--- config.mk ---
export PLATFORM = sky130hd
export DESIGN_NAME = bfa_cfg
export DESIGN_NICKNAME = d
export VERILOG_FILES = /design/src/rtl/bfa_pkg.sv /design/src/rtl/bfa_cfg.sv
export SDC_FILE = /design/constraint.sdc
export NUM_CORES = 1
export LEC_CHECK = 0
export BUFFER_PORTS_ARGS = -buffer_cell sky130_fd_sc_hd__buf_2
export CAP_MARGIN = 20
export CORE_ASPECT_RATIO = 1.25
export CORE_MARGIN = 2
export CORE_UTILIZATION = 40
export DETAILED_ROUTE_END_ITERATION = 16
export HOLD_SLACK_MARGIN = 0.03
export PLACE_DENSITY = 0.75
export SLEW_MARGIN = 40
export SYNTH_ARGS = -nofsm -noshare
export SYNTH_HDL_FRONTEND = slang
export SYNTH_SLANG_ARGS = --single-unit
--- constraint.sdc ---
create_clock -name i_clk -period 1.1 [get_ports i_clk]
set_clock_uncertainty 0.1 [all_clocks]
set_input_delay 0.11 -clock i_clk [delete_from_list [all_inputs] [get_ports i_clk]]
set_output_delay 0.11 -clock i_clk [all_outputs]
set_load 0.01 [all_outputs]
--- src/rtl/bfa_pkg.sv ---
// shared types and constants of the bitmap first-free allocator
`default_nettype none

package bfa_pkg;

    localparam int BITMAP_BYTES_DEF = 4096;
    localparam int WORD_BYTES       = 8;
    localparam int WORD_BITS        = 64;
    localparam int CFG_AW           = 4;
    localparam int CFG_DW           = 32;
    localparam int SCAN_W           = 13;

    localparam logic [SCAN_W-1:0] SCAN_BYTES_RST = SCAN_W'(1024);

    typedef enum logic [1:0] {
        CMD_LOAD  = 2'd0,
        CMD_ALLOC = 2'd1,
        CMD_READ  = 2'd2
    } t_cmd;

    typedef enum logic [1:0] {
        REG_SCAN_BYTES  = 2'd0,
        REG_BASE_OFFSET = 2'd1,
        REG_ADD_ONE     = 2'd2
    } t_reg;

    typedef enum logic [3:0] {
        S_CLEAR,
        S_IDLE,
        S_LD_RD,
        S_LD_WR,
        S_RD_RD,
        S_RD_CAP,
        S_SCAN,
        S_AL_WR,
        S_DONE
    } t_state;

    typedef struct packed {
        logic clr;
        logic accept;
        logic scan;
        logic ld_wr;
        logic rd_cap;
        logic al_wr;
        logic out_load;
    } t_dp_cmd;

    typedef struct packed {
        logic clr_last;
        logic scan_hit;
        logic scan_end;
    } t_dp_sts;

endpackage

`default_nettype wire

--- src/rtl/bfa_cfg.sv ---
// apb configuration registers of the allocator
`default_nettype none

module bfa_cfg (
    input  wire logic                          i_clk,
    input  wire logic                          i_rst_n,
    input  wire logic                          psel,
    input  wire logic                          penable,
    input  wire logic                          pwrite,
    input  wire logic [bfa_pkg::CFG_AW-1:0]    paddr,
    input  wire logic [bfa_pkg::CFG_DW-1:0]    pwdata,
    output logic      [bfa_pkg::CFG_DW-1:0]    prdata,
    output logic      [bfa_pkg::SCAN_W-1:0]    o_scan_bytes,
    output logic      [31:0]                   o_base_offset,
    output logic                               o_add_one
);

    logic [bfa_pkg::SCAN_W-1:0] r_scan_bytes;
    logic [31:0]                r_base_offset;
    logic                       r_add_one;
    logic                       wr_en;
    logic [1:0]                 reg_idx;

    assign wr_en   = psel && penable && pwrite;
    assign reg_idx = paddr[3:2];

    always_ff @(posedge i_clk) begin
        if (!i_rst_n) begin
            r_scan_bytes  <= bfa_pkg::SCAN_BYTES_RST;
            r_base_offset <= '0;
            r_add_one     <= 1'b0;
        end else if (wr_en) begin
            case (reg_idx)
                bfa_pkg::REG_SCAN_BYTES:  r_scan_bytes  <= pwdata[bfa_pkg::SCAN_W-1:0];
                bfa_pkg::REG_BASE_OFFSET: r_base_offset <= pwdata;
                bfa_pkg::REG_ADD_ONE:     r_add_one     <= pwdata[0];
                default: ;
            endcase
        end
    end

    always_comb begin
        case (reg_idx)
            bfa_pkg::REG_SCAN_BYTES:  prdata = bfa_pkg::CFG_DW'(r_scan_bytes);
            bfa_pkg::REG_BASE_OFFSET: prdata = r_base_offset;
            bfa_pkg::REG_ADD_ONE:     prdata = bfa_pkg::CFG_DW'(r_add_one);
            default:                  prdata = '0;
        endcase
    end

    assign o_scan_bytes  = r_scan_bytes;
    assign o_base_offset = r_base_offset;
    assign o_add_one     = r_add_one;

endmodule

`default_nettype wire

# Yosys cells after proc, flatten, opt, wreduce, memory -nomap -nowiden
# Cells that the tools add are included.
classes:
  add_sub_neg: 0
  n_mul: 0
  div_mod_pow: 0
  magnitude_cmp: 0
  n_eq_ne: 2
  shifts: 0
  n_mux: 1
  n_bitwise: 0
  n_reduce_logical: 6
ops:
  columns: ["op", "count"]
  rows:
  - ["$pmux 32 s3", 1]
  - ["$reduce_and 2->1", 3]
  - ["$eq 2x1->1 const B", 1]
  - ["$eq 2x2->1 const B", 1]
  - ["$logic_and 1x1->1", 2]
  - ["$logic_not 2->1", 1]
totals:
  register_bits: 46
  latchBits: 0
  ramBits: 0
  romBits: 0
  inputBits: 41
  out_inout_bits: 78
  word_cells: 12
  n_memories: 0

# Logic depth before layout (Yosys ltp)
# Gate-level depths: netlist of run 1.
depth:
  word_depth: 3
  depth_mapped: 5
  depth_no_buf: 3

# Worst setup path after synthesis of run 1
# OpenSTA, ideal clock, no wires.
synth_path:
  kind: "input -> register"
  from: "input paddr[3] in the netlist's numbering"
  to: "register r_scan_bytes, in the netlist o_scan_bytes[0]"
  setup_time_ns: 0.119
  t_arrival_ns: 0.965
  required_time_ns: 0.881
  slack_ns: -0.084
  cell_stages: 5
  n_path_buf: 3
  path_cell_list: "buf_6 -> or3_4 -> buf_6 -> buf_12 -> mux2i_1"
synth_between:
  elab_chain_cells: 2
synth_lines:
  columns: ["element", "line_no", "text"]
  rows:
  - ["from (decl)", "bfa_cfg.sv:10", "input wire logic [bfa_pkg::CFG_AW-1:0] paddr,"]
  - ["$logic_not 2->1", "bfa_cfg.sv:33", "case (reg_idx)"]
  - ["$reduce_and 2->1 (no line)", null, null]
  - ["to (signal assigned)", "bfa_cfg.sv:29", "r_scan_bytes <= bfa_pkg::SCAN_BYTES_RST;"]
  - ["to (signal assigned)", "bfa_cfg.sv:34", "bfa_pkg::REG_SCAN_BYTES: r_scan_bytes <= pwdata[bfa_pkg::SCAN_W-1:0];"]
  - ["to (decl)", "bfa_cfg.sv:18", "logic [bfa_pkg::SCAN_W-1:0] r_scan_bytes;"]
# Every way passes these cells.
# A chain may end at the register's enable or synchronous reset.

# Final worst setup path of run 1
layout_path:
  from: "register r_base_offset[3], in the netlist o_base_offset[3]"
  to: "output prdata[3] in the netlist's numbering"
layout_between:
  elab_chain_cells: 1
layout_lines:
  columns: ["element", "line_no", "text"]
  rows:
  - ["from (decl)", "bfa_cfg.sv:19", "logic [31:0] r_base_offset;"]
  - ["from (signal assigned)", "bfa_cfg.sv:35", "bfa_pkg::REG_BASE_OFFSET: r_base_offset <= pwdata;"]
  - ["$pmux 32 s3", "bfa_cfg.sv:43", "case (reg_idx)"]
  - ["to (decl)", "bfa_cfg.sv:12", "output logic [bfa_pkg::CFG_DW-1:0] prdata,"]
# Every way passes these cells.

==> flow_summary.yaml, run 1 <==
status:
  outcome: "finished with violations"
  failed_checks: "negative setup slack"
global_route:
  grt_overflow: 0
  grt_pass1_vias: 2132
  grt_max_degree: 42
  track_usage_pct: 19.1
  grt_pass1_wl_mm: 9.37
  grt_antenna_before_repair: 0
min_path:
  hold_class: "input pin to flop"
  hold-path-endpoint: "o_scan_bytes[10]$_SDFFE_PN1P_"
  holdPathStages: 3
  hp-start: "i_rst_n"
power:
  ir_drop_mv: 0.728
  switching_share_pct: 21.2
  clockPowerShare_pct: 41.5
  switchingPower_uw: 785
  p_leak_nw: 1.86
  pwr-share-comb_pct: 12.5
  p_seq_share_pct: 46.0
  powerDensity_nw_per_um2: 987
  p_int_mw: 2.92
cts:
  cts.path.max_buffers: 2
  cts_buffers: 5
  cts-root-buf: "clkbuf_8"
  cts_max_level: 2
  cts_tree: "done"
  insertion_delay_ps: 290
  clkSinkCount: 46
  path_clk_slew_ps: 80
synthesis:
  syn_area_per_cell_sq_um: 8.90
  synthCells: 242
  syn_nets: 283
  ys_ff_latch: 46
  seq_area_frac_synth_pct: 42.8
  synth-warning-count: 0
  ys_types: 19
  synth_area_sq_um: 2150
critical_path:
  reg2reg_to: "o_scan_bytes[10]$_SDFFE_PN1P_"
  r2r_slack_ps: 280
  path_cells: "mux2i_1 > nor2_1 > buf_2"
  reg2reg_from: "o_scan_bytes[10]$_SDFFE_PN1P_"
  crit_slowest_cell: "dfxtp_2"
  cp_max_fo: 2
  crit_path_max_incr_delay_ps: 330
  reg2reg_depth: 3
  cpLargestDelayFamily: "flip-flops"
  required_ps: 890
  critical_path_buf_inv_count: 1
  criticalPathCategory: "flop to output port"
  startpoint_type: "flop"
  cp.arrival_ps: 990
  cp-end-kind: "output port"
timing:
  final.setup.tns_ps: -809
  setup_violations: 13
  hold_violations: 0
  worst_slew_pin_slew_ps: 234
  slew_headroom_pct: 84.4
  layout_min_cycle_time_ps: 1200
  setup_ws_ps: -98.7
  rsz0062_at_grt: "true"
  period_share_pct: 109
  finalHoldWorstSlack_ps: 140
  slew_violations: 0
  fmax_ghz: 0.834
finish:
  mostFrequentLayoutCells: "buf_2 (89), nand2_1 (77), mux2i_1 (58)"
  fin_util_pct: 72.8
  drive_gt1_share_pct: 51.8
  syn_to_final_growth_pct: 74.3
  multi_input_area_sq_um: 1130
  seqCellArea_sq_um: 978
  final_common_cell: "buf_2"
  fillCellCount: 367
  fin_nets: 449
  antenna_cells: 0
floorplanning:
  dieArea_sq_um: 5990
  start_util_pct: 41.8
  fp.dieW_um: 69.6
  num_rows: 29
  ios: 119
  coreArea_sq_um: 5150
  die_h_um: 86.0
routing:
  drt_wl_total_mm: 6.17
  drc: 0
  wl_per_cell_um: 13.1
  vias: 2230
  viasPerCell: 4.73
  drt_iter0_drc: 69
  dr.pass1.iters: 4
  ant_nets: 0
place:
  io_buffers: 116
  hpwlAfterDp_mm: 3.57
  gp_congestion: 0.724
job:
  drv_cap: 0
==> cell usage after synthesis <==
cell	count	area, sq um
nand2_1	77	289
nor2_1	12	45.0
dfxtp_1	46	921
nor3b_1	2	15.0
nand3b_1	1	7.51
buf_4	3	22.5
buf_12	1	20.0
clkbuf_1	9	33.8
buf_2	4	20.0
mux2i_1	58	581
o31ai_1	1	7.51
and2_1	19	119
inv_1	1	3.75
o21ai_0	1	5.00
buf_6	3	33.8
o211ai_1	1	7.51
nor2b_1	1	6.26
or3_4	1	11.3
nand3_1	1	5.00
==> cells by family (layout without fill, tap and decap cells) <==
| family | Yosys count | in the layout | synth area share [%] |
|---|---|---|---|
| simple gates | 114 | 114 | 23.1 |
| mux | 58 | 58 | 27.0 |
| flops | 46 | 46 | 42.8 |
| buf+inv | 21 | 188 | 6.22 |
| compound gates | 3 | 3 | 0.930 |
==> power by group through the flow <==
stage / Sequential [mW] / Combinational (mW) / Clock [mW]
after floorplan: 1.75 / 0.175 / 0
after global placement: 1.74 / 0.307 / 0
after detailed placement: 1.74 / 0.313 / 0
after CTS: 1.70 / 0.423 / 1.57
after global routing: 1.71 / 0.505 / 1.65
final: 1.70 / 0.462 / 1.54
==> per-stage QoR <==
step / std cells / power [mW] / instance area (sq um) / setup WS [ps]
2_1_floorplan: 242 / 1.92 / 2170 / -80.8
5_1_grt: 471 / 3.87 / 3750 / -159
6_report: 471 / 3.70 / 3750 / -98.7
3_5_place_dp: 407 / 2.05 / 2770 / -373
4_1_cts: 463 / 3.69 / 3450 / -83.1
3_3_place_gp: 407 / 2.05 / 2760 / -373
==> sequential cells by signal, summed over array words and instances (netlist names) <==
name	cells
o_scan_bytes	13
o_base_offset	32
o_add_one	1
==> worst register-to-register path, delay by kind of cell (launching register included) <==
kind	cells	cell delay [ps]
flip-flops	1	330
AO/OA/AOI/OAI	2	160
buffers and inverters	1	110
==> per-layer routing <==
metal	up-vias	global-route usage, %	part of all wire (%)
li1	1112	-	-
met2	84	36.5	54
met4	0	4.72	0.29
met5	-	0	0
met1	1032	21.4	39
met3	2	4.11	6.4
==> final cells by class <==
class                      instances  area share, %
sequential                        46           26.1
timing repair buffer             179           37.8
tap                               62           2.07
clock inverter                     2           1.60
clock buffer                       6           2.20
inverter                           1          0.100
multi-input combinational        175           30.1
==> worst max path at each step <==
stage	from	endpoint	slack (ps)	depth (start not counted)
after floorplan	paddr[3]	o_scan_bytes[0]$_SDFFE_PN0P_	-80	5
after global placement	paddr[3]	prdata[15]	-370	4
after detailed placement	paddr[2]	o_base_offset[2]$_SDFFE_PN0P_	-370	5
after CTS	o_base_offset[0]$_SDFFE_PN0P_	prdata[0]	-80	3
after global routing	o_scan_bytes[9]$_SDFFE_PN0P_	prdata[9]	-160	3
final	o_base_offset[3]$_SDFFE_PN0P_	prdata[3]	-100	3
==> what timing repair did <==
item,4_1_cts,5_1_grt
hold endpoints to repair,46,0
setup buffers,16,8
pin swaps,2,7
endpoints found under the setup margin,53,61
resized for setup,49,58
hold buffers,32,0
Note: power is estimated with default switching activity, not from simulation.
==> run 2, diff against run 1 <==
--- a/config.mk
+++ b/config.mk
@@ -13,6 +13,7 @@
 export DETAILED_ROUTE_END_ITERATION = 16
 export HOLD_SLACK_MARGIN = 0.03
 export PLACE_DENSITY = 0.75
+export SETUP_SLACK_MARGIN = 0.1
 export SLEW_MARGIN = 40
 export SYNTH_ARGS = -nofsm -noshare
 export SYNTH_HDL_FRONTEND = slang
==> run 2 against run 1 <==
The flow still finishes with violations (negative setup slack). Critical path type unchanged. Combinational power rose by 18%. Flip-flop and latch count stayed put. Design area up 10%. First-iteration DRC count is 10% lower. Cell count up 4.2%. Register-to-register slack worse by 140 ps. Critical path depth unchanged.
==> flow_summary.yaml, run 2 (same netlist as run 1, synthesis figures left out) <==
status:
  outcome: "finished with violations"
  failed_checks: "negative setup slack"
floorplanning:
  dieArea_sq_um: 5990
  num_rows: 29
  fp.dieW_um: 69.6
  ios: 119
  start_util_pct: 41.8
  coreArea_sq_um: 5150
  die_h_um: 86.0
finish:
  seqCellArea_sq_um: 978
  fin_nets: 469
  fillCellCount: 321
  drive_gt1_share_pct: 55.0
  multi_input_area_sq_um: 1160
  largest_register_ffs: 32
  final_common_cell: "nand2_1"
  antenna_cells: 0
  syn_to_final_growth_pct: 92.3
  mostFrequentLayoutCells: "nand2_1 (77), buf_2 (68), buf_6 (68)"
cts:
  cts.path.max_buffers: 2
  path_clk_slew_ps: 90
  cts_buffers: 5
  cts-root-buf: "clkbuf_8"
  clkSinkCount: 46
  cts_tree: "done"
  cts_max_level: 2
  insertion_delay_ps: 300
critical_path:
  cp.arrival_ps: 1000
  criticalPathCategory: "flop to output port"
  startpoint_type: "flop"
  required_ps: 890
  cp_max_fo: 3
  cp-end-kind: "output port"
timing:
  worst_slew_pin_slew_ps: 207
  slew_violations: 0
  layout_min_cycle_time_ps: 1210
  period_share_pct: 110
  fmax_ghz: 0.828
  setup_ws_ps: -108
  slew_headroom_pct: 85.8
  setup_violations: 16
  hold_violations: 0
  rsz0062_at_grt: "true"
  final.setup.tns_ps: -1020
global_route:
  grt_pass1_wl_mm: 10.4
  grt_antenna_before_repair: 0
  grt_overflow: 0
  grt_pass1_vias: 2207
  grt_max_degree: 44
  track_usage_pct: 21.5
power:
  p_leak_nw: 2.00
  ir_drop_mv: 0.647
  total_power_mw: 3.50
  powerDensity_nw_per_um2: 846
place:
  gp_congestion: 0.759
  hpwlAfterDp_mm: 3.49
  io_buffers: 116
  pre_cts_ws_ps: -260
routing:
  ant_nets: 0
  dr.pass1.iters: 4
  drt_wl_total_mm: 7.48
  wl_per_cell_um: 15.2
  drt_iter0_drc: 62
  vias: 2370
  viasPerCell: 4.83
  drc: 0
job:
  drv_cap: 0
min_path:
  hold_class: "input pin to flop"
## run 2: changes by cell type in the layout (fill, tap and decap cells not counted), moves of 2 or more
cell and change:
buf_8 +2, buf_16 +3, buf_12 +3, buf_6 +20, and2_4 +3, and2_1 -3
buf_2 -21, buf_4 +13
## run 2: per-layer routing
| metal | up-vias | global-route usage (%) | part of all wire, % |
|---|---|---|---|
| met1 | 1101 | 24.6 | 39 |
| met5 | - | 0 | 0 |
| met3 | 10 | 4.35 | 5.9 |
| li1 | 1152 | - | - |
| met2 | 107 | 40.8 | 53 |
| met4 | 0 | 5.24 | 1.7 |
## run 2: worst paths after layout
path	start	endpoint	slack [ps]	cells after the start
hold reg to reg	o_base_offset[14]$_SDFFE_PN0P_	o_base_offset[14]$_SDFFE_PN0P_	360	2
setup reg to reg	o_scan_bytes[12]$_SDFFE_PN0P_	o_scan_bytes[12]$_SDFFE_PN0P_	140	4
hold / removal	paddr[2]	o_add_one$_SDFFE_PN0P_	120	4
setup / recovery	o_scan_bytes[8]$_SDFFE_PN0P_	prdata[8]	-110	3
## run 2: final cells by class
| type | count | share of cell area [%] |
|---|---|---|
| timing repair buffer | 199 | 43.7 |
| multi-input combinational | 175 | 28.0 |
| sequential | 46 | 23.6 |
| clock inverter | 2 | 0.907 |
| tap | 62 | 1.87 |
| clock buffer | 6 | 1.75 |
| inverter | 1 | 0.0907 |
## run 2: per-stage QoR
step	area (sq um)	hold WS (ps)	cells	util, %
6_report	4140	117	491	80.4
5_1_grt	4140	116	491	80.4
4_1_cts	3780	103	477	73.5
3_5_place_dp	2780	264	407	54.0
3_3_place_gp	2780	261	407	54.0
2_1_floorplan	2180	152	242	-
## run 2: what timing repair did
action,in CTS,in global routing
pin swaps,6,8
setup buffers,27,15
endpoints found under the setup margin,114,84
hold buffers,32,0
endpoints found under the hold margin,46,0
gates cloned,3,0
resized for setup,96,48
## run 2: power breakdown
group          internal, mW  switching (mW)  leakage (nW)
logic                 0.315           0.229          1.56
clock network         0.678           0.571        0.0514
registers              1.69          0.0181         0.394
## run 2: worst max-delay path: stages (launching register included)
cell and delay [ps]:
dfxtp_2 350, mux2i_1 160, nor2_1 60, buf_2 130
