### config.mk
export PLATFORM = sky130hd
export DESIGN_NAME = bfa_ctrl
export DESIGN_NICKNAME = d
export VERILOG_FILES = /design/src/rtl/bfa_pkg.sv /design/src/rtl/bfa_ctrl.sv
export SDC_FILE = /design/constraint.sdc
export NUM_CORES = 1
export LEC_CHECK = 0
export ABC_CLOCK_PERIOD_IN_PS = 2600
export BUFFER_PORTS_ARGS = -buffer_cell sky130_fd_sc_hd__buf_2
export CAP_MARGIN = 20
export CORE_MARGIN = 2
export CORE_UTILIZATION = 35
export CTS_CLUSTER_DIAMETER = 40
export DETAILED_ROUTE_END_ITERATION = 8
export PLACE_DENSITY_LB_ADDON = 0.1
export SYNTH_ARGS = -nofsm -noshare
export SYNTH_HDL_FRONTEND = slang
export SYNTH_SLANG_ARGS = --single-unit
### constraint.sdc
create_clock -name i_clk -period 2.6 [get_ports i_clk]
set_input_delay 0 -clock i_clk [delete_from_list [all_inputs] [get_ports i_clk]]
set_output_delay 0 -clock i_clk [all_outputs]
set_load 0.1 [all_outputs]
### src/rtl/bfa_pkg.sv
// shared types and constants of the bitmap first-free allocator
`default_nettype none

package bfa_pkg;

    localparam int BITMAP_BYTES_DEF = 4096;
    localparam int WORD_BYTES       = 8;
    localparam int WORD_BITS        = 64;
    localparam int CFG_AW           = 4;
    localparam int CFG_DW           = 32;
    localparam int SCAN_W           = 13;

    localparam logic [SCAN_W-1:0] SCAN_BYTES_RST = SCAN_W'(1024);

    typedef enum logic [1:0] {
        CMD_LOAD  = 2'd0,
        CMD_ALLOC = 2'd1,
        CMD_READ  = 2'd2
    } t_cmd;

    typedef enum logic [1:0] {
        REG_SCAN_BYTES  = 2'd0,
        REG_BASE_OFFSET = 2'd1,
        REG_ADD_ONE     = 2'd2
    } t_reg;

    typedef enum logic [3:0] {
        S_CLEAR,
        S_IDLE,
        S_LD_RD,
        S_LD_WR,
        S_RD_RD,
        S_RD_CAP,
        S_SCAN,
        S_AL_WR,
        S_DONE
    } t_state;

    typedef struct packed {
        logic clr;
        logic accept;
        logic scan;
        logic ld_wr;
        logic rd_cap;
        logic al_wr;
        logic out_load;
    } t_dp_cmd;

    typedef struct packed {
        logic clr_last;
        logic scan_hit;
        logic scan_end;
    } t_dp_sts;

endpackage

`default_nettype wire

### src/rtl/bfa_ctrl.sv
// control state machine of the allocator
`default_nettype none

module bfa_ctrl (
    input  wire logic             i_clk,
    input  wire logic             i_rst_n,
    input  wire logic             i_in_valid,
    input  wire logic [1:0]       i_command,
    output logic                  o_in_stall,
    output logic                  o_out_valid,
    input  wire logic             i_out_stall,
    input  wire bfa_pkg::t_dp_sts i_sts,
    output bfa_pkg::t_dp_cmd      o_cmd
);

    bfa_pkg::t_state r_state;
    bfa_pkg::t_state n_state;
    logic            r_out_valid;
    logic            accept;
    logic            out_free;

    assign accept   = (r_state == bfa_pkg::S_IDLE) && i_in_valid;
    assign out_free = !r_out_valid || !i_out_stall;

    always_comb begin
        n_state = r_state;
        case (r_state)
            bfa_pkg::S_CLEAR: begin
                if (i_sts.clr_last) begin
                    n_state = bfa_pkg::S_IDLE;
                end
            end
            bfa_pkg::S_IDLE: begin
                if (accept) begin
                    case (i_command)
                        bfa_pkg::CMD_LOAD:  n_state = bfa_pkg::S_LD_RD;
                        bfa_pkg::CMD_ALLOC: n_state = bfa_pkg::S_SCAN;
                        bfa_pkg::CMD_READ:  n_state = bfa_pkg::S_RD_RD;
                        default:            n_state = bfa_pkg::S_DONE;
                    endcase
                end
            end
            bfa_pkg::S_LD_RD:  n_state = bfa_pkg::S_LD_WR;
            bfa_pkg::S_LD_WR:  n_state = bfa_pkg::S_DONE;
            bfa_pkg::S_RD_RD:  n_state = bfa_pkg::S_RD_CAP;
            bfa_pkg::S_RD_CAP: n_state = bfa_pkg::S_DONE;
            bfa_pkg::S_SCAN: begin
                if (i_sts.scan_hit) begin
                    n_state = bfa_pkg::S_AL_WR;
                end else if (i_sts.scan_end) begin
                    n_state = bfa_pkg::S_DONE;
                end
            end
            bfa_pkg::S_AL_WR:  n_state = bfa_pkg::S_DONE;
            bfa_pkg::S_DONE: begin
                if (out_free) begin
                    n_state = bfa_pkg::S_IDLE;
                end
            end
            default:           n_state = bfa_pkg::S_IDLE;
        endcase
    end

    always_comb begin
        o_cmd          = '0;
        o_cmd.clr      = (r_state == bfa_pkg::S_CLEAR);
        o_cmd.accept   = accept;
        o_cmd.scan     = (r_state == bfa_pkg::S_SCAN);
        o_cmd.ld_wr    = (r_state == bfa_pkg::S_LD_WR);
        o_cmd.rd_cap   = (r_state == bfa_pkg::S_RD_CAP);
        o_cmd.al_wr    = (r_state == bfa_pkg::S_AL_WR);
        o_cmd.out_load = (r_state == bfa_pkg::S_DONE) && out_free;
        o_in_stall     = (r_state != bfa_pkg::S_IDLE);
    end

    always_ff @(posedge i_clk) begin
        if (!i_rst_n) begin
            r_state     <= bfa_pkg::S_CLEAR;
            r_out_valid <= 1'b0;
        end else begin
            r_state <= n_state;
            if (o_cmd.out_load) begin
                r_out_valid <= 1'b1;
            end else if (!i_out_stall) begin
                r_out_valid <= 1'b0;
            end
        end
    end

    assign o_out_valid = r_out_valid;

endmodule

`default_nettype wire

---- Yosys cells after proc, flatten, opt, wreduce, memory -nomap -nowiden ----
Index checks and enable logic that the tools add are counted.
operators by class
  equality and inequality tests ........... 16
  mux-type cells .......................... 9
  reduce and logical (&&, ||, !) cells .... 9
operators by type and width
  kind                                                   number
  one-hot mux 4 bit (7 select lines)                     1
  2-to-1 mux 4 bit                                       5
  equality test 4 x 3 -> 1 bit, second input constant    4
  one-hot mux 4 bit (3 select lines)                     1
  equality test 4 x 2 -> 1 bit, second input constant    2
  inequality test 2 bit, second input constant           3
  equality test 4 x 1 -> 1 bit, second input constant    1
  equality test 4 bit, second input constant             1
  logical NOT 4 bit                                      1
  inequality test 4 x 1 -> 1 bit, second input constant  1
  AND reduction 4 bit                                    1
  inequality test 3 bit, second input constant           1
  OR reduction 3 bit                                     1
  equality test 2 x 1 -> 1 bit, second input constant    1
  equality test 2 bit, second input constant             1
  logical AND 1 bit                                      2
  logical NOT 1 bit                                      2
  logical NOT 2 bit                                      1
  2-to-1 mux 1 bit                                       2
  inequality test 2 x 1 -> 1 bit, second input constant  1
  logical OR 1 bit                                       1
word-level totals
  flip-flop bits (word level) ............. 5
  input port bits ......................... 9
  output and inout bits ................... 9

---- Logic depth before layout (Yosys ltp) ----
Gate-level depths: netlist (run 1).
  depth after elaboration ................. 4
  depth in mapped cells ................... 6

---- Least setup slack after synthesis (run 1) ----
No wires, ideal clock.
  kind .................................... reg2out
  from .................................... register r_state[2]
  to ...................................... output o_cmd[6] (netlist bit)
  stages on the path, launching flop included .. 3
  path buffers ............................ 1
  slack ................................... -0.809 ns
  arrival ................................. 3.409 ns
  cell sequence ........................... dfxtp_1 > buf_2 > nor4_1
RTL lines
  element                 line            source
  from (decl)             bfa_ctrl.sv:16  bfa_pkg::t_state r_state;
  from (signal assigned)  bfa_ctrl.sv:78  r_state <= bfa_pkg::S_CLEAR;
  from (signal assigned)  bfa_ctrl.sv:81  r_state <= n_state;
  to (decl)               bfa_ctrl.sv:13  output bfa_pkg::t_dp_cmd o_cmd

==> impl_metrics.yaml, run 1 <==
die:
  die_x_um: 41.3
  initial_standard_cell_utilization_of_the_core_pct: 37.4
  core.rowCount: 13
  pin_count: 18
  fp.dieH_um: 41.3
  core_area_mm2: 0.00130
  die-area_mm2: 0.00170
layout:
  synth_to_layout_area_growth_pct: 20.8
  filler_cell_count: 145
  antenna_cells_inserted: 0
  post_route_cells_drive_above_1_share_pct: 34.2
  finalNetCount: 92
  finish.utilization_pct: 45.2
power:
  design_power_total_w: 0.000356
  combinationalPowerShare_pct: 46.9
  static-leakage-power_nw: 0.280
  clock_power_share_pct: 24.4
  power-per-cell-area_mw_per_mm2: 605
  internal_power_w: 0.000186
  power_switching_share_pct: 47.7
  peakVddDrop_mv: 0.279
  p_switching_w: 0.000170
  p_seq_share_pct: 28.8
job:
  max_cap_violations: 0
global_route:
  grt_pass1_vias: 373
  grt_antenna_before_repair: 0
  grt_pass1_wl_mm: 1.50
  grt_overflow_total: 0
  globalRouteTotalUtil_pct: 13.7
  grt_start_max_net_pins: 15
synthesis:
  synth_top_family_by_area: "simple AND/OR/NAND/NOR gates"
  synth.lib_cells_used.distinct: 32
  synthDominantAreaCellType: "dfxtp_1"
  post-synth-top-area-fraction_pct: 20.6
  count_of_mapped_cells_out_of_synthesis: 63
  synth_seq_area_share_pct: 20.6
  mapped_nets: 75
  synth_adder_area_share_pct: 7.71
  synth.yosys.warnings: 0
  syn_area_per_cell_um2: 7.73
  synth_mux_area_share_pct: 0
  ys_top_cells_by_area: "dfxtp_1, ha_1, nor2_1"
  synthesized_flop_and_latch_total: 5
  synth_compound_area_share_pct: 22.4
  yosys.area_share.simple_pct: 39.1
  synth_xor_area_share_pct: 0
  post_synth_instance_area_um2: 487
setup_path:
  criticalPathCategory: "reg2out"
  path_max_fanout: 13
  critical_path.cell_chain: "inv_1 -> nor2_1 -> and3_1 -> buf_2"
  critical_path.reg2reg.endpoint: "r_state[3]$_SDFFE_PN0P_"
  critPathSlowestCell: "dfxtp_1"
  rr_worst_depth: 4
  r2r-start: "r_state[2]$_SDFFE_PN0P_"
  cp-end-kind: "output pin"
  r2r_setup_slack_ps: 1110
  required_ps: 2600
  worst_ep_arrival_time_ps: 1830
  crit_path_max_incr_delay_ps: 610
  cp_startpoint_kind: "flop"
worst_hold_path:
  worst_hold_startpoint: "i_rst_n"
  worst_hold_path_type: "in2reg"
  worstHoldEndpoint: "r_state[0]$_SDFFE_PN0P_"
  hold_depth: 3
detailed_routing:
  number_of_remaining_drc_errors: 0
  final_antenna_net_count: 0
  dr.first_iter.drc_count: 3
  viasPerCell: 4.91
  routedWlPerCell_um: 9.80
  num_vias: 462
  wl_um: 921
  detailedRoute.firstPassIterationCount: 2
placement:
  dp_hpwl_um: 740
  io_buffer_count: 17
  gp_congestion: 0.782
timing:
  rsz0062_at_grt: "no"
  relSlewSlack_pct: 67.9
  report.final.setup_viol: 0
  tightestPinTransition_ps: 480
  final_max_slew_viol_count: 0
  fin_crit_sh_pct: 70.5
  fin_worst_hold_slack_ps: 46.4
  finalHoldViolCount: 0
  min_period_ps: 1830
  clock.fmax_mhz: 545
  fin_worst_skew_ps: 2.00
cts:
  postCtsSetupBuffers: 0
  cts_buffer_depth: 2
  htree_levels: 1
  cts_root_buf: "clkbuf_4"
  post_cts_resized: 0
  clock_sink_count: 5
  tritoncts: "built"
  cts_buffer_count: 3
  ctsHoldBuffers: 0
  clkSlewWorstSetupHoldPaths_ps: 40
  clkLatencyLatePin_ps: 240
status:
  outcome: "completed"
==> layout make-up <==
cell class	count	area [um^2]	share of cell area (%)
Tap cell	15	18.8	3.19
Clock buffer	4	26.3	4.47
Sequential cell	5	100	17.0
Multi-Input combinational cell	49	343	58.3
Timing Repair Buffer	17	85.1	14.5
Inverter	4	15.0	2.55
==> cells in the mapped netlist <==
master and number:
buf_4 2, a31oi_1 2, buf_2 1, o21bai_1 1, dfxtp_1 5, a21boi_0 1
inv_1 4, nand2_4 1, o31ai_1 1, o221ai_1 1, nor2_1 8, nand3b_1 1
o311ai_4 1, and3_1 2, buf_6 1, nor4b_2 1, o21a_1 1, nand2_2 1
nand3_1 1, o21ai_1 1, nor4_1 1, clkbuf_1 1, nor2_2 1, ha_1 3
nor3b_1 3, nor2b_1 2, nand2b_1 2, or4b_4 1, a21oi_1 4, nand2_1 5
nor3_1 2, o22ai_1 1
==> critical path: cells and delay by family, from the launching register on <==
kind | cells | cell delay [ps]
flip-flops | 1 | 610
buffers and inverters | 2 | 640
AND/OR/NAND/NOR | 2 | 350
==> per-layer routing <==
layer,routed length [um],up-vias,global-route usage (%)
li1,-,253,-
met5,0,-,0
met1,469,201,18.3
met4,6,0,9.68
met2,416,6,19.1
met3,29,2,3.19
==> power by group through the flow <==
stage,Combinational [W],Clock [W],Sequential [W]
3_3_place_gp,0.000168,0,0.000103
3_5_place_dp,0.000168,0,0.000103
2_1_floorplan,0.000158,0,0.0000917
6_report,0.000167,0.0000867,0.000102
5_1_grt,0.000181,0.0000978,0.000104
4_1_cts,0.000168,0.0000919,0.000102
==> registers in the layout, summed over array words and instances, names as in the netlist <==
signal       count
r_state          4
o_out_valid      1
==> cell usage in the layout (no fill, tap or decap), types with 2 or more instances in the layout <==
cell type and n:
dfxtp_1 5, clkbuf_4 3, nand2b_1 2, nor2b_1 2, and3_1 2, nor3_1 2
buf_2 17, nor3b_1 3, ha_1 3, a31oi_1 2, a21oi_1 4, nand2_1 5
inv_1 4, nor2_1 8
==> cells by family after synthesis <==
| family | count (synthesis) |
|---|---|
| AOI/OAI and AO/OA | 14 |
| adders and majority gates | 3 |
| buffers and inverters | 9 |
| DFF | 5 |
| and+or+nand+nor | 32 |
==> metrics by stage <==
stage               setup WS (ps)  setup TNS, ps  std cells  instance area (um^2)
floorplan                    -323           -640         63                   493
global placement             1080              0         90                   562
detailed placement           1040              0         90                   562
CTS                           775              0         94                   588
global route                  608              0         94                   588
finish                        766              0         94                   588
==> how the worst max path moves through the flow <==
stage                                        from       end  slack, ps
final                     r_state[0]$_SDFFE_PN0P_  o_cmd[5]        770
after global routing      r_state[0]$_SDFFE_PN0P_  o_cmd[5]        610
after CTS                 r_state[0]$_SDFFE_PN0P_  o_cmd[5]        780
after detailed placement  r_state[0]$_SDFFE_PN0P_  o_cmd[5]       1040
after global placement    r_state[0]$_SDFFE_PN0P_  o_cmd[5]       1080
after floorplan           r_state[3]$_SDFFE_PN0P_  o_cmd[2]       -320
No activity file was read; power rests on OpenSTA's default activity.
==> inputs of run 2 (changes only) <==
--- a/config.mk
+++ b/config.mk
@@ -5,13 +5,14 @@
 export SDC_FILE = /design/constraint.sdc
 export NUM_CORES = 1
 export LEC_CHECK = 0
-export ABC_CLOCK_PERIOD_IN_PS = 2600
+export ABC_AREA = 1
+export ABC_CLOCK_PERIOD_IN_PS = 1500
 export BUFFER_PORTS_ARGS = -buffer_cell sky130_fd_sc_hd__buf_2
 export CAP_MARGIN = 20
-export CORE_MARGIN = 2
-export CORE_UTILIZATION = 35
+export CORE_AREA = 2 2 39 41
 export CTS_CLUSTER_DIAMETER = 40
 export DETAILED_ROUTE_END_ITERATION = 8
+export DIE_AREA = 0 0 41 43
 export PLACE_DENSITY_LB_ADDON = 0.1
 export SYNTH_ARGS = -nofsm -noshare
 export SYNTH_HDL_FRONTEND = slang
==> constraint.sdc (replaced) <==
create_clock -name i_clk -period 1.5 [get_ports i_clk]
set_input_delay 0 -clock i_clk [delete_from_list [all_inputs] [get_ports i_clk]]
set_output_delay 0 -clock i_clk [all_outputs]
set_load 0.1 [all_outputs]
==> run 2 against run 1 <==
Against the previous run:
- the flow now finishes with violations (hold timing)
- core utilization grew 5.8 points
- synthesized area shrank 9.8%
- count of clock-buffer cells in the layout is the same
- global-route usage grew 2.7 points
- sequential power grew 140%
- combinational power grew to 7.3 times the previous value
- critical path type unchanged
- highest routed layer unchanged
==> impl_metrics.yaml, run 2 <==
detailed_routing:
  routedWlPerCell_um: 9.65
  num_vias: 489
  detailedRoute.firstPassIterationCount: 4
  dr.first_iter.drc_count: 6
  wl_mm: 1.03
  viasPerCell: 4.57
  number_of_remaining_drc_errors: 0
  final_antenna_net_count: 0
global_route:
  grt_start_max_net_pins: 7
  globalRouteTotalUtil_pct: 16.5
  grt_antenna_before_repair: 0
  grt_overflow_total: 0
  grt_pass1_wl_mm: 1.90
  grt_pass1_vias: 473
setup_path:
  r2r_setup_slack_ps: 290
  required_ps: 1500
  critical_path.startpoint: "r_state[2]$_SDFFE_PN0P_"
  cp-end-kind: "output pin"
  r2r-start: "r_state[1]$_SDFFE_PN0P_"
  critPathSlowestCell: "dfxtp_1"
  worst_ep_arrival_time_ps: 1400
  rr_worst_depth: 8
  path_max_fanout: 6
  critical_path.cell_chain: "nor2_2 -> nand2_1 -> nor2_1 -> buf_12"
  criticalPathCategory: "reg2out"
  crit_path_max_incr_delay_ps: 340
  cp_startpoint_kind: "flop"
  timing.critical_path.to: "o_cmd[5]"
  critical_path.reg2reg.endpoint: "r_state[0]$_SDFFE_PN0P_"
cts:
  cts_buffer_depth: 2
  cts_buffer_count: 3
  clock_sink_count: 5
  tritoncts: "built"
  postCtsSetupBuffers: 0
  clkSlewWorstSetupHoldPaths_ps: 40
  ctsHoldBuffers: 0
  htree_levels: 1
  clkLatencyLatePin_ps: 250
  cts_root_buf: "clkbuf_4"
power:
  peakVddDrop_mv: 1.02
  static-leakage-power_nw: 0.342
  power-per-cell-area_mw_per_mm2: 2300
timing:
  totalNegativeSetupSlack_ps: 0
  fin_worst_hold_slack_ps: -0.336
  min_period_ps: 1400
  tightestPinTransition_ps: 483
  final_max_slew_viol_count: 0
  finalHoldViolCount: 1
  report.final.setup_viol: 0
  rsz0062_at_grt: "yes"
  clock.fmax_mhz: 712
  relSlewSlack_pct: 68.0
  fin_worst_skew_ps: 0.594
  worst_slack_ps: 95.1
  fin_crit_sh_pct: 93.7
worst_hold_path:
  worst_hold_path_type: "in2reg"
die:
  core_area_mm2: 0.00138
  fp.dieH_um: 43
  pin_count: 18
  core.rowCount: 14
  die_x_um: 41
  die-area_mm2: 0.00176
  initial_standard_cell_utilization_of_the_core_pct: 31.7
layout:
  layout_commonest_cell: "inv_1"
  layout.cells.most_common_list: "inv_1, nor2_1, buf_2, nand2_1, buf_12"
  post_route_cells_drive_above_1_share_pct: 41.8
  synth_to_layout_area_growth_pct: 60.7
  filler_cell_count: 146
  final_cells: 107
  finalNetCount: 104
  largest-register: "r_state"
  largest_register_ffs: 4
  antenna_cells_inserted: 0
synthesis:
  count_of_mapped_cells_out_of_synthesis: 71
  synth_seq_area_share_pct: 22.8
  postSynth.topFlopCell: "dfxtp_1"
  synthDominantAreaCellType: "dfxtp_1"
  syn_area_per_cell_um2: 6.19
  post-synth-top-area-fraction_pct: 22.8
  mapped_nets: 83
  post_synth_instance_area_um2: 439
  synth.cells.most_frequent: "nor2_1, inv_1, nand2_1"
  ys_top_cells_by_area: "dfxtp_1, nor2_1, inv_1"
  synthesized_flop_and_latch_total: 5
  synth.lib_cells_used.distinct: 19
  postSynth.asyncResetShare_pct: 0
  synth_enable_flop_cells: 0
  synth.yosys.warnings: 0
  dominant_cell_by_count_in_the_synthesized_netlist: "nor2_1"
placement:
  io_buffer_count: 17
  numPlacedInstances: 103
  dp_hpwl_um: 896
  pre_cts_slack_ps: 269
  gp_congestion: 0.802
status:
  violations: "hold timing"
  outcome: "finished with violations"
job:
  max_cap_violations: 0
-- run 2: final cells by class --
class                           count  area [um^2]  share of cell area (%)
Clock buffer                        4         26.3                    3.72
Tap cell                           16         20.0                    2.84
Multi-Input combinational cell     52          318                    45.0
Timing Repair Buffer               17          190                    27.0
Sequential cell                     5          103                    14.5
Inverter                           13         48.8                    6.91
-- run 2: what timing repair did --
item	4_1_cts	5_1_grt
endpoints found under the hold margin	0	0
endpoints found under the setup margin	1	4
gates resized for setup	1	2
-- run 2: how the worst min path moves through the flow --
stage | from | end | slack, ps | cells past startpoint
2_1_floorplan | i_rst_n | r_state[0]$_SDFFE_PN0P_ | 120 | 2
3_3_place_gp | i_rst_n | r_state[0]$_SDFFE_PN0P_ | 250 | 3
3_5_place_dp | i_rst_n | o_out_valid$_SDFFE_PN0P_ | 270 | 3
4_1_cts | i_rst_n | o_out_valid$_SDFFE_PN0P_ | 7 | 3
5_1_grt | i_rst_n | r_state[0]$_SDFFE_PN0P_ | 30 | 3
6_report | i_rst_n | r_state[0]$_SDFFE_PN0P_ | -0.3 | 3
-- run 2: kinds of logic after synthesis --
group	share of synthesized area (%)
adder cells (fa/ha/maj)	8.55
AO/OA/AOI/OAI	7.41
AND/OR/NAND/NOR	48.4
buffers and inverters	12.8
flip-flops	22.8
-- run 2: critical path, delay by kind of cell, from the launching register on --
| family | cells | cell delay [ps] |
|---|---|---|
| buf+inv | 1 | 210 |
| flops | 1 | 340 |
| simple gates | 3 | 600 |
-- run 2: power by group --
part           total [W]  internal, W  switching [W]
sequential      0.000243     0.000181      0.0000617
clock           0.000161     0.000101      0.0000606
combinational    0.00122     0.000354       0.000866
total            0.00162     0.000636       0.000988
-- run 2: routing by layer --
metal	track usage, %	share of wire [%]	vias to the layer above
met1	19.9	40	209
met3	3.14	4.8	4
met4	14.0	3.6	0
met2	23.4	51	14
li1	-	-	262
met5	0	0	-
-- run 2: through the flow --
step	utilization, %	instance area (um^2)	total power [W]
after floorplan	-	470	0.00114
after global placement	48.6	673	0.00146
after detailed placement	48.6	673	0.00146
after CTS	50.7	702	0.00163
after global routing	51.0	706	0.00173
final	51.0	706	0.00162
